$ cat src/hdl/bole_pkg.sv
`timescale 1ns / 1ps
`default_nettype none

package bole_pkg;

    localparam int LIST_CAPACITY_DEF = 16;

    typedef logic signed [31:0] t_word;

    localparam logic [3:0] OP_INS_FRONT = 4'd0;
    localparam logic [3:0] OP_INS_BACK  = 4'd1;
    localparam logic [3:0] OP_INS_AT    = 4'd2;
    localparam logic [3:0] OP_DEL_FRONT = 4'd3;
    localparam logic [3:0] OP_DEL_BACK  = 4'd4;
    localparam logic [3:0] OP_DEL_AT    = 4'd5;
    localparam logic [3:0] OP_SEARCH    = 4'd6;
    localparam logic [3:0] OP_REVERSE   = 4'd7;
    localparam logic [3:0] OP_READ_AT   = 4'd8;

    localparam logic [2:0] ST_OK       = 3'd0;
    localparam logic [2:0] ST_BADPOS   = 3'd1;
    localparam logic [2:0] ST_EMPTY    = 3'd2;
    localparam logic [2:0] ST_FULL     = 3'd3;
    localparam logic [2:0] ST_NOTFOUND = 3'd4;

    typedef struct packed {
        logic [3:0] opcode;
        logic [4:0] position;
        t_word      value_in;
    } t_cmd;

    typedef struct packed {
        logic [2:0] status;
        logic [4:0] found_position;
        t_word      read_value;
        logic [4:0] list_length;
        t_word      max_value;
        t_word      min_value;
    } t_res;

    typedef struct packed {
        logic shift;
        logic load;
    } t_cell_ctrl;

endpackage

`default_nettype wire

$ cat src/hdl/bole_cell.sv
`timescale 1ns / 1ps
`default_nettype none

module bole_cell import bole_pkg::*; #(
    parameter int LIST_CAPACITY = LIST_CAPACITY_DEF,
    parameter int CELL_INDEX    = 0
) (
    input  wire logic                               i_clk,
    input  wire t_cell_ctrl                         i_ctrl,
    input  wire logic [$clog2(LIST_CAPACITY)-1:0]   i_limit,
    input  wire t_word                              i_bus,
    input  wire t_word                              i_right,
    output t_word                                   o_value
);

    localparam int IW = $clog2(LIST_CAPACITY);

    logic [IW-1:0] w_index;
    t_word         r_value;
    t_word         n_value;

    assign w_index = IW'(CELL_INDEX);

    always_comb begin
        n_value = r_value;
        if (i_ctrl.shift && (w_index < i_limit)) begin
            n_value = i_right;
        end else if (i_ctrl.load && (w_index == i_limit)) begin
            n_value = i_bus;
        end
    end

    always_ff @(posedge i_clk) begin
        r_value <= n_value;
    end

    assign o_value = r_value;

endmodule

`default_nettype wire

$ cat src/hdl/bounded_ordered_list_engine.sv
// Ordered list of up to LIST_CAPACITY signed 32-bit entries, one command per beat.
// Input channel: i_in_valid / o_in_stall carry a t_cmd beat (opcode, position,
// value_in). Output channel: o_out_valid / i_out_stall carry one t_res beat per
// command, in command order.
// The entries sit in a chain of cells that rotates the list past the head cell;
// the head is the only tap, so every command works in a sweep of single steps.
// Steps per command, with n entries before it: inserts n+1, deletes, searches and
// reads n, reverse n-1; an empty, full or invalid-position case, a reverse of at
// most one entry and an unknown opcode take no step. After the accepting edge the
// steps run in S_RUN, then S_HOLD loads the output register once it is free.
// One command is in work at a time; o_in_stall is low only while no command is in
// work; a finished beat in the output register does not hold off the next command.
// While i_out_stall is high the output beat holds; a second finished result
// waits in the working registers and the input channel stays stalled.
// Reset (i_rst_n low, synchronous) empties the list and drops any output beat;
// cell contents are not cleared and are never read before written.
`timescale 1ns / 1ps
`default_nettype none

module bounded_ordered_list_engine import bole_pkg::*; #(
    parameter int LIST_CAPACITY = LIST_CAPACITY_DEF
) (
    input  wire logic i_clk,
    input  wire logic i_rst_n,
    input  wire logic i_in_valid,
    output logic      o_in_stall,
    input  wire t_cmd i_in_data,
    output logic      o_out_valid,
    input  wire logic i_out_stall,
    output t_res      o_out_data
);

    localparam int CW = $clog2(LIST_CAPACITY + 1);
    localparam int IW = $clog2(LIST_CAPACITY);
    localparam int PW = (CW > 5) ? CW : 5;

    localparam logic [1:0] S_IDLE = 2'd0;
    localparam logic [1:0] S_RUN  = 2'd1;
    localparam logic [1:0] S_HOLD = 2'd2;

    logic [1:0]    r_state, n_state;
    logic [CW-1:0] r_count, n_count;
    logic          r_out_valid, n_out_valid;
    t_res          r_out, n_out;

    logic [3:0]    r_op, n_op;
    logic [4:0]    r_pos, n_pos;
    t_word         r_val, n_val;
    logic [CW-1:0] r_idx, n_idx;
    logic [CW-1:0] r_total, n_total;
    logic [CW-1:0] r_k, n_k;
    logic [2:0]    r_status, n_status;
    logic [4:0]    r_fpos, n_fpos;
    t_word         r_rval, n_rval;
    t_word         r_max, n_max;
    t_word         r_min, n_min;
    logic          r_any, n_any;
    logic          r_found, n_found;

    t_word         w_cell [LIST_CAPACITY];
    t_word         w_head;
    t_word         w_bus;
    t_cell_ctrl    w_ctrl;
    logic [IW-1:0] w_limit;

    logic          w_accept;
    logic          w_out_free;
    logic          w_is_ins;
    logic          w_is_del;
    logic          w_hit;
    logic          w_pos_ok;
    logic          w_empty;
    logic          w_full;
    logic          w_do_push;
    logic          w_do_drop;
    logic          w_do_rot;
    t_word         w_acc_in;
    logic          w_acc_en;

    assign w_head     = w_cell[0];
    assign w_accept   = i_in_valid && !o_in_stall;
    assign w_out_free = !r_out_valid || !i_out_stall;
    assign w_empty    = (r_count == '0);
    assign w_full     = (r_count >= CW'(LIST_CAPACITY));
    assign w_pos_ok   = (i_in_data.position != 5'd0)
                        && (PW'(i_in_data.position) <= PW'(r_count));
    assign w_is_ins   = (r_op == OP_INS_FRONT) || (r_op == OP_INS_BACK)
                        || (r_op == OP_INS_AT);
    assign w_is_del   = (r_op == OP_DEL_FRONT) || (r_op == OP_DEL_BACK)
                        || (r_op == OP_DEL_AT);
    assign w_hit      = (r_k == r_idx);

    assign w_do_push  = (r_state == S_RUN) && (r_op != OP_REVERSE) && w_hit && w_is_ins;
    assign w_do_drop  = (r_state == S_RUN) && (r_op != OP_REVERSE) && w_hit && w_is_del;
    assign w_do_rot   = (r_state == S_RUN) && !w_do_push && !w_do_drop;

    // Drive the chain for one step of the sweep.
    always_comb begin
        w_ctrl  = '0;
        w_limit = IW'(r_count - CW'(1));
        w_bus   = w_head;
        if (r_state == S_RUN) begin
            if (r_op == OP_REVERSE) begin
                w_ctrl.shift = 1'b1;
                w_ctrl.load  = 1'b1;
                w_limit      = IW'(r_count - CW'(1) - r_k);
            end else if (w_do_push) begin
                w_ctrl.load  = 1'b1;
                w_limit      = IW'(r_count);
                w_bus        = r_val;
            end else if (w_do_drop) begin
                w_ctrl.shift = 1'b1;
            end else begin
                w_ctrl.shift = 1'b1;
                w_ctrl.load  = 1'b1;
            end
        end
    end

    for (genvar g = 0; g < LIST_CAPACITY; g++) begin : g_cell
        t_word w_right;
        if (g == LIST_CAPACITY - 1) begin : g_last
            assign w_right = w_cell[g];
        end else begin : g_mid
            assign w_right = w_cell[g + 1];
        end
        bole_cell #(
            .LIST_CAPACITY (LIST_CAPACITY),
            .CELL_INDEX    (g)
        ) u_cell (
            .i_clk   (i_clk),
            .i_ctrl  (w_ctrl),
            .i_limit (w_limit),
            .i_bus   (w_bus),
            .i_right (w_right),
            .o_value (w_cell[g])
        );
    end

    assign w_acc_in = w_do_push ? r_val : w_head;
    assign w_acc_en = (w_is_ins || w_is_del) && (r_op != OP_REVERSE) && !w_do_drop
                      && (r_state == S_RUN);

    always_comb begin
        n_state     = r_state;
        n_count     = r_count;
        n_out_valid = r_out_valid;
        n_out       = r_out;
        n_op        = r_op;
        n_pos       = r_pos;
        n_val       = r_val;
        n_idx       = r_idx;
        n_total     = r_total;
        n_k         = r_k;
        n_status    = r_status;
        n_fpos      = r_fpos;
        n_rval      = r_rval;
        n_max       = r_max;
        n_min       = r_min;
        n_any       = r_any;
        n_found     = r_found;

        if (r_out_valid && !i_out_stall) begin
            n_out_valid = 1'b0;
        end

        case (r_state)
            S_IDLE: begin
                if (w_accept) begin
                    n_op     = i_in_data.opcode;
                    n_pos    = i_in_data.position;
                    n_val    = i_in_data.value_in;
                    n_k      = '0;
                    n_any    = 1'b0;
                    n_found  = 1'b0;
                    n_status = ST_OK;
                    n_fpos   = 5'd0;
                    n_rval   = '0;
                    n_idx    = '0;
                    n_total  = r_count;
                    n_state  = S_HOLD;
                    case (i_in_data.opcode)
                        OP_INS_FRONT, OP_INS_BACK: begin
                            if (w_full) begin
                                n_status = ST_FULL;
                            end else begin
                                n_idx   = (i_in_data.opcode == OP_INS_BACK) ? r_count : '0;
                                n_total = r_count + CW'(1);
                                n_state = S_RUN;
                            end
                        end
                        OP_INS_AT: begin
                            if (!w_pos_ok) begin
                                n_status = ST_BADPOS;
                            end else if (w_full) begin
                                n_status = ST_FULL;
                            end else begin
                                n_idx   = CW'(i_in_data.position) - CW'(1);
                                n_total = r_count + CW'(1);
                                n_state = S_RUN;
                            end
                        end
                        OP_DEL_FRONT, OP_DEL_BACK: begin
                            if (w_empty) begin
                                n_status = ST_EMPTY;
                            end else begin
                                n_idx   = (i_in_data.opcode == OP_DEL_BACK)
                                          ? (r_count - CW'(1)) : '0;
                                n_state = S_RUN;
                            end
                        end
                        OP_DEL_AT, OP_READ_AT: begin
                            if (w_empty) begin
                                n_status = ST_EMPTY;
                            end else if (!w_pos_ok) begin
                                n_status = ST_BADPOS;
                            end else begin
                                n_idx   = CW'(i_in_data.position) - CW'(1);
                                n_state = S_RUN;
                            end
                        end
                        OP_SEARCH: begin
                            n_status = ST_NOTFOUND;
                            if (!w_empty) begin
                                n_state = S_RUN;
                            end
                        end
                        OP_REVERSE: begin
                            if (r_count > CW'(1)) begin
                                n_total = r_count - CW'(1);
                                n_state = S_RUN;
                            end
                        end
                        default: begin
                            n_state = S_HOLD;
                        end
                    endcase
                end
            end
            S_RUN: begin
                if (w_do_push) begin
                    n_count = r_count + CW'(1);
                end
                if (w_do_drop) begin
                    n_count = r_count - CW'(1);
                    n_rval  = w_head;
                end
                if (w_acc_en) begin
                    n_any = 1'b1;
                    if (!r_any || (w_acc_in > r_max)) begin
                        n_max = w_acc_in;
                    end
                    if (!r_any || (w_acc_in < r_min)) begin
                        n_min = w_acc_in;
                    end
                end
                if (w_do_rot && (r_op == OP_SEARCH) && !r_found && (w_head == r_val)) begin
                    n_found  = 1'b1;
                    n_status = ST_OK;
                    n_fpos   = 5'(r_k + CW'(1));
                    n_rval   = r_val;
                end
                if (w_do_rot && (r_op == OP_READ_AT) && w_hit) begin
                    n_fpos = r_pos;
                    n_rval = w_head;
                end
                n_k = r_k + CW'(1);
                if (r_k == r_total - CW'(1)) begin
                    n_state = S_HOLD;
                end
            end
            S_HOLD: begin
                if (w_out_free) begin
                    n_out_valid              = 1'b1;
                    n_out.status             = r_status;
                    n_out.found_position     = r_fpos;
                    n_out.read_value         = r_rval;
                    n_out.list_length        = 5'(r_count);
                    n_out.max_value          = w_empty ? '0 : r_max;
                    n_out.min_value          = w_empty ? '0 : r_min;
                    n_state                  = S_IDLE;
                end
            end
            default: begin
                n_state = S_IDLE;
            end
        endcase
    end

    always_ff @(posedge i_clk) begin
        if (!i_rst_n) begin
            r_state     <= S_IDLE;
            r_count     <= '0;
            r_out_valid <= 1'b0;
        end else begin
            r_state     <= n_state;
            r_count     <= n_count;
            r_out_valid <= n_out_valid;
        end
    end

    always_ff @(posedge i_clk) begin
        r_out    <= n_out;
        r_op     <= n_op;
        r_pos    <= n_pos;
        r_val    <= n_val;
        r_idx    <= n_idx;
        r_total  <= n_total;
        r_k      <= n_k;
        r_status <= n_status;
        r_fpos   <= n_fpos;
        r_rval   <= n_rval;
        r_max    <= n_max;
        r_min    <= n_min;
        r_any    <= n_any;
        r_found  <= n_found;
    end

    assign o_in_stall  = (r_state != S_IDLE);
    assign o_out_valid = r_out_valid;
    assign o_out_data  = r_out;

    a_accept_stalls: assert property (@(posedge i_clk) disable iff (!i_rst_n)
        w_accept |=> o_in_stall)
        else $error("input accepted while a command is still in work");

    a_step_in_range: assert property (@(posedge i_clk) disable iff (!i_rst_n)
        (r_state == S_RUN) |-> (r_k < r_total))
        else $error("sweep step beyond its command length");

    a_count_bound: assert property (@(posedge i_clk) disable iff (!i_rst_n)
        r_count <= CW'(LIST_CAPACITY))
        else $error("entry count above capacity");

    a_count_only_in_run: assert property (@(posedge i_clk) disable iff (!i_rst_n)
        (r_state != S_RUN) |=> $stable(r_count))
        else $error("entry count changed outside a sweep");

endmodule

`default_nettype wire

$ cat config.mk
export PLATFORM = sky130hd
export DESIGN_NAME = bounded_ordered_list_engine
export DESIGN_NICKNAME = d
export VERILOG_FILES = /design/src/hdl/bole_pkg.sv /design/src/hdl/bole_cell.sv /design/src/hdl/bounded_ordered_list_engine.sv
export SDC_FILE = /design/constraint.sdc
export NUM_CORES = 1
export LEC_CHECK = 0
export ABC_CLOCK_PERIOD_IN_PS = 9200
export BUFFER_PORTS_ARGS = -buffer_cell sky130_fd_sc_hd__buf_2
export CORE_MARGIN = 2
export CORE_UTILIZATION = 25
export CTS_CLUSTER_DIAMETER = 200
export DETAILED_ROUTE_END_ITERATION = 6
export PLACE_DENSITY = 0.48
export RECOVER_POWER = 100
export SLEW_MARGIN = 20
export SYNTH_ARGS = -nofsm -noshare
export SYNTH_HDL_FRONTEND = slang
export SYNTH_SLANG_ARGS = --single-unit
$ cat constraint.sdc
create_clock -name i_clk -period 9.2 [get_ports i_clk]
set_clock_uncertainty 0.05 [all_clocks]
set_input_delay 2.3 -clock i_clk [delete_from_list [all_inputs] [get_ports i_clk]]
set_output_delay 2.3 -clock i_clk [all_outputs]
set_load 0.02 [all_outputs]
Word level (Yosys, flattened, before mapping) --
Cells that the tools add are included.
Storage, ports and cells: register bits after elaboration 791, bits in latches 0, bits in writable memories 0, ROM bits 0, input bits 45, output and inout bits 111, logic and storage cells 308, memories kept 0
Cells by class: add/subtract/negate cells 6, multipliers 0, div/mod/pow operators 0, $lt $le $gt $ge 21, equal/unequal tests 44, shift operators 0, multiplexer cells 94, bitwise logic cells 1, reductions and logical operators 104
Operator list (count):
- $mux 32 | 37
- $mux 5 | 16
- $pmux 32 s2 | 1
- $logic_and 1x1->1 | 49
- $reduce_bool 2->1 | 18
- $eq 32x32->1 | 1
- $eq 4x3->1 const B | 8
- $eq 4x4->1 const A | 8
- $gt 32x32->1 | 1
- $lt 32x32->1 | 1
- $lt 4x4->1 const A | 8
- $mux 2 | 15
- $reduce_and 3->1 | 7
- $pmux 5 s2 | 2
- $pmux 5 s4 | 1
- $eq 3x4->1 const A | 4
- $eq 4x2->1 const B | 4
- $lt 3x4->1 const A | 4
- $pmux 3 s5 | 1
- $pmux 5 s3 | 1
- $sub 5x1->5 const B | 3
- $logic_not 4->1 | 3
- $mux 4 | 3
- $add 5x1->5 const B | 2
- 33 further kinds | 72

Logic depth before layout (Yosys ltp) --
depth after elaboration 13, gate-level depth with buffers 17, depth with buffers taken out 13

Modules after synthesis --
A second synthesis with hierarchy kept.
Unflattened totals: cell total of the unflattened synthesis 2271, area, all modules 36607.6 µm²
Modules (own cells, without submodules):
- bounded_ordered_list_engine | times used 1, cells an instance 1087, area an instance 13191.4 µm²
- bole_cell (g_cell[5].u_cell) | times used 1, cells an instance 149, area an instance 1854.3 µm²
- bole_cell (g_cell[14].u_cell) | times used 1, cells an instance 72, area an instance 1541.5 µm²
- bole_cell (g_cell[2].u_cell) | times used 1, cells an instance 71, area an instance 1524.0 µm²
- bole_cell (g_cell[6].u_cell) | times used 1, cells an instance 74, area an instance 1520.2 µm²
- bole_cell (g_cell[12].u_cell) | times used 1, cells an instance 72, area an instance 1516.5 µm²
- bole_cell (g_cell[4].u_cell) | times used 1, cells an instance 74, area an instance 1515.2 µm²
- bole_cell (g_cell[10].u_cell) | times used 1, cells an instance 72, area an instance 1510.2 µm²
- bole_cell (g_cell[13].u_cell) | times used 1, cells an instance 72, area an instance 1508.9 µm²
- bole_cell (g_cell[11].u_cell) | times used 1, cells an instance 71, area an instance 1505.2 µm²
- bole_cell (g_cell[7].u_cell) | times used 1, cells an instance 70, area an instance 1481.4 µm²
- bole_cell (g_cell[9].u_cell) | times used 1, cells an instance 71, area an instance 1400.1 µm²
- bole_cell (g_cell[0].u_cell) | times used 1, cells an instance 71, area an instance 1398.8 µm²
- bole_cell (g_cell[8].u_cell) | times used 1, cells an instance 70, area an instance 1393.8 µm²
- +3 rows

Worst setup path before layout --
Ideal clock, no wire load.
kind input-to-reg, start point in i_out_stall, end point reg r_out, in the netlist o_out_data[0] (enable), arrival time 7.577 ns, slack 0.960 ns, stages 1, buffers on the path 0, cell sequence a21oi_1
Between the ends: word-level cells in the longest chain between the ends 3
RTL lines:
- from (decl) | line bounded_ordered_list_engine.sv:29 | input wire logic i_out_stall,
- $logic_not 1->1 | line bounded_ordered_list_engine.sv:82 | assign w_out_free = !r_out_valid || !i_out_stall;
- $logic_or 1x1->1 | line bounded_ordered_list_engine.sv:82
- $reduce_and 2->1 (no source line)
- to (signal assigned) | line bounded_ordered_list_engine.sv:303 | r_out <= n_out;
- to (decl) | line bounded_ordered_list_engine.sv:44 | t_res r_out, n_out;
No other way between the ends. A chain may end at the register's enable or synchronous reset.

Final worst setup path --
start point reg r_state[1], end point reg g_cell[12].u_cell.r_value[14] (enable)
Between the ends: word-level cells in the longest chain between the ends 10, elaborated cells on any way between the ends 18, classes of those cells 1 x order compare; 2 x eq/ne; 8 x mux; 7 x reduce/logical
RTL lines:
- from (decl) | line bounded_ordered_list_engine.sv:41 | logic [1:0] r_state, n_state;
- from (signal assigned) | line bounded_ordered_list_engine.sv:296 | r_state <= n_state;
- $eq 2x1->1 (*) | line bounded_ordered_list_engine.sv:93, bounded_ordered_list_engine.sv:94, bounded_ordered_list_engine.sv:102
- $logic_and 1x1->1 (2 in series) | line bounded_ordered_list_engine.sv:93, bounded_ordered_list_engine.sv:94
- $logic_and 1x1->1 (on tied branches) | line bounded_ordered_list_engine.sv:93, bounded_ordered_list_engine.sv:94
- $mux 4 / $mux 1 (equally long branches) | line bounded_ordered_list_engine.sv:107, bounded_ordered_list_engine.sv:111
- $mux 4 / $mux 1 (equally long branches) | line bounded_ordered_list_engine.sv:103, bounded_ordered_list_engine.sv:107
- $mux 4 / $mux 2 (equally long branches) | line bounded_ordered_list_engine.sv:102, bounded_ordered_list_engine.sv:103
- $lt 4x4->1, or another cell as far along | line bole_cell.sv:26 | if (i_ctrl.shift && (w_index < i_limit)) begin
- $logic_and 1x1->1 (on tied branches) | line bole_cell.sv:26, bole_cell.sv:28
- $reduce_bool 2->1 (no source line) (*)
- to (signal assigned) | line bole_cell.sv:34 | r_value <= n_value;
- to (decl) | line bole_cell.sv:19 | t_word r_value;
Every way passes the cells marked *; elsewhere a longest branch is shown, timed or not.

==> results.py <==
metrics = {
    "run_status": {
        "outcome": "complete, but fails checks",
        "violations": "max-capacitance violations, max-slew violations",
    },
    "final_layout": {
        "n_fill_cell": 14100,
        "final_common_cell": "edfxtp_1",
        "seq_area_mm2": 0.0237,
        "drive_above_1_share_pct": 25.4,
        "final_cell_mix": "edfxtp_1 (783), mux2_2 (440), clkbuf_1 (178), nor2_1 (169), nand2_1 (164)",
        "final_util_pct": 29.4,
        "fin_cells": 4464,
        "multi_input_area_mm2": 0.0108,
        "nets": 2644,
        "syn_to_final_growth_pct": 16.6,
    },
    "critical_path": {
        "timing.critical_path.buf_inv": 4,
        "critPathLaunchType": "flop",
        "endpoint_kind": "flop",
        "cpPeakStageDelay_ps": 1970,
        "path_max_fanout": 41,
        "cp_slowest_cell": "clkbuf_1",
        "path_cells": "nand2b_1 > clkinv_1 > clkbuf_1 > o21ai_4 > clkbuf_1 > or3_2 > mux2_2 > nor2_1 > buf_4",
        "cp.arrival_ps": 7430,
        "crit_path_frequent_cell": "clkbuf_1",
        "criticalPathCategory": "flop to flop",
        "crit_family": "buffers and inverters",
        "cp.required_ps": 9490,
    },
    "clock_tree": {
        "insertion_delay_ps": 690,
        "cts.clk_slew.worst_paths_ps": 60,
        "clk_path_buf_depth": 3,
        "cts_tree": "built",
        "cts_resized": 0,
        "cts_buffers": 86,
        "post-cts-setup-buffer-count": 0,
        "htreeDepth": 3,
        "ctsHoldBuffers": 0,
        "clock_sinks": 791,
        "root_buffer": "clkbuf_16",
    },
    "pwr": {
        "p_leak_uw": 0.0139,
        "p_comb_share_pct": 4.6,
        "p_seq_share_pct": 51.4,
        "sw_frac_of_total_pct": 22.5,
        "switchingPower_uw": 1800,
        "clock_power_share_pct": 44.0,
        "internal-power_uw": 6200,
        "power_per_cell_area_mw_per_mm2": 195,
        "peakVddDrop_mv": 0.133,
    },
    "timing": {
        "tightest_slew_ps": 3690,
        "fin_crit_sh_pct": 77.6,
        "finalSetupViolCount": 0,
        "final.min_clock_period_ps": 7140,
        "holdWs_ps": 368,
        "max-slew-margin-rel_pct": -146,
        "hold_viol_final": 0,
        "tns_ps": 0,
        "max_freq_mhz": 140,
        "drv_slew": 502,
        "rsz0062_at_grt": "no",
    },
    "placed_design": {
        "gp_congestion": 0.806,
        "dp_hpwl_um": 65900,
        "dp.cells": 4309,
        "numPortBuffers": 155,
    },
    "logic_synthesis": {
        "synth_edf_count": 783,
        "dominantRegCellSynth": "edfxtp_1",
        "ys_types": 70,
        "syn-cell-area_mm2": 0.0352,
        "synthArstFlopShare_pct": 0,
        "yosys_warnings": 0,
        "syn_inst": 2339,
        "synth.ff_latch_count": 791,
        "synth_nets": 2462,
        "yosysSeqAreaShare_pct": 67.3,
        "synth.avg_cell_area_um2": 15.0,
    },
    "grt": {
        "grt_use_met2_pct": 23.3,
        "grt.total_usage_pct": 14.1,
        "top_usage_layer": "met2",
        "use_met3_pct": 2.50,
        "antenna_found_initial": 13,
        "grt_pass1_vias": 20000,
        "grt_pass1_wl_um": 146000,
        "grt.met1_usage_pct": 18.8,
        "grt_max_degree": 66,
        "grt_overflow": 0,
    },
    "min_path": {
        "hp-class": "flop to flop",
    },
    "detailed_routing": {
        "drtPass1Iterations": 7,
        "first_iter_violations": 1557,
        "ant_nets": 0,
        "wl_um": 101000,
        "drc": 0,
        "vias": 20000,
        "drt-wirelength-per-cell_um": 22.7,
        "avgViaCountPerCell": 4.47,
    },
    "floorplan": {
        "fp.coreArea_mm2": 0.140,
        "die_y_um": 379,
        "io_pins": 156,
        "floorplan.initialDensity_pct": 25.2,
        "die-width_um": 379,
        "row_count": 137,
        "dieArea_mm2": 0.144,
    },
    "job": {
        "max_cap_violations": 15,
    },
}
==> power by group through the flow <==
| stage | Combinational [µW] | Clock [µW] | Sequential (µW) |
|---|---|---|---|
| 2_1_floorplan | 197 | 0 | 4200 |
| 3_3_place_gp | 382 | 0 | 4180 |
| 3_5_place_dp | 383 | 0 | 4180 |
| 4_1_cts | 386 | 3630 | 4110 |
| 5_1_grt | 394 | 3750 | 4120 |
| 6_report | 364 | 3520 | 4110 |
==> Yosys cell counts (all sizes together) (37+ instances only) <==
library cell	count	area share [%]
edfxtp	783	67
mux2	455	15
nor2	173	1.9
nand2	164	1.8
inv	85	0.91
clkbuf	79	0.84
ha	77	2.7
buf	56	0.77
xnor2	45	1.1
a211oi	39	0.83
and2	37	0.66
==> worst reg2reg max path: stages (launching register included) <==
cell      delay (ps)
dfxtp_1          350
nand2b_1         480
clkinv_1         160
clkbuf_1        1970
o21ai_4           40
clkbuf_1         980
or3_2            840
mux2_2           280
nor2_1          1110
buf_4            510
==> flip-flops by register name, summed over array words and instances (netlist names), 2 cells and up <==
register               count
g_cell.u_cell.o_value    512
o_out_data               109
r_max                     32
r_min                     32
r_rval                    32
r_val                     32
r_count                    5
r_fpos                     5
r_idx                      5
r_k                        5
r_pos                      5
r_total                    5
r_op                       4
r_status                   3
r_state                    2
==> path summary, 6_finish.rpt <==
kind                                 start                       endpoint  slack, ps  cells past startpoint
worst min register to register  r_rval[26]                 o_out_data[95]        370                      0
worst min-delay path            r_rval[26]                 o_out_data[95]        370                      0
worst max register to register  r_state[1]  g_cell[12].u_cell.o_value[14]       2060                      9
worst max-delay path            r_state[1]  g_cell[12].u_cell.o_value[14]       2060                      9
==> metrics by stage <==
step,power [µW],instance area [µm²],setup WS (ps)
after floorplan,4400,35200,960
after global routing,8260,41000,1620
final,8000,41000,2060
after CTS,8130,41400,3600
after detailed placement,4570,38600,3600
after global placement,4570,38600,3690
==> cell type report <==
| cell class | count | share of cell area [%] |
|---|---|---|
| clock inverter | 57 | 1.47 |
| antenna | 1 | 0.00610 |
| tap | 1876 | 5.72 |
| clock buffer | 97 | 5.40 |
| multi-input combinational | 1328 | 26.4 |
| sequential | 791 | 57.7 |
| inverter | 85 | 0.778 |
| timing repair buffer | 229 | 2.50 |
==> logic make-up (layout without fill, tap and decap cells) <==
kind of cell	count (synthesis)	count (layout)	synth area share (%)
simple gates	522	522	6.92
compound gates	212	212	4.32
xor+xnor	59	59	1.47
flops	791	791	67.3
fa+ha+maj	78	78	2.80
other cells	0	1	0
mux	457	457	14.6
buf+inv	220	468	2.52
==> layer usage <==
metal / vias up / share of wire (%)
met5: - / 0.10
met4: 16 / 1.9
met3: 124 / 4.4
met2: 454 / 48
met1: 10200 / 46
li1: 9173 / -
Note: power is estimated with default switching activity, not from simulation.
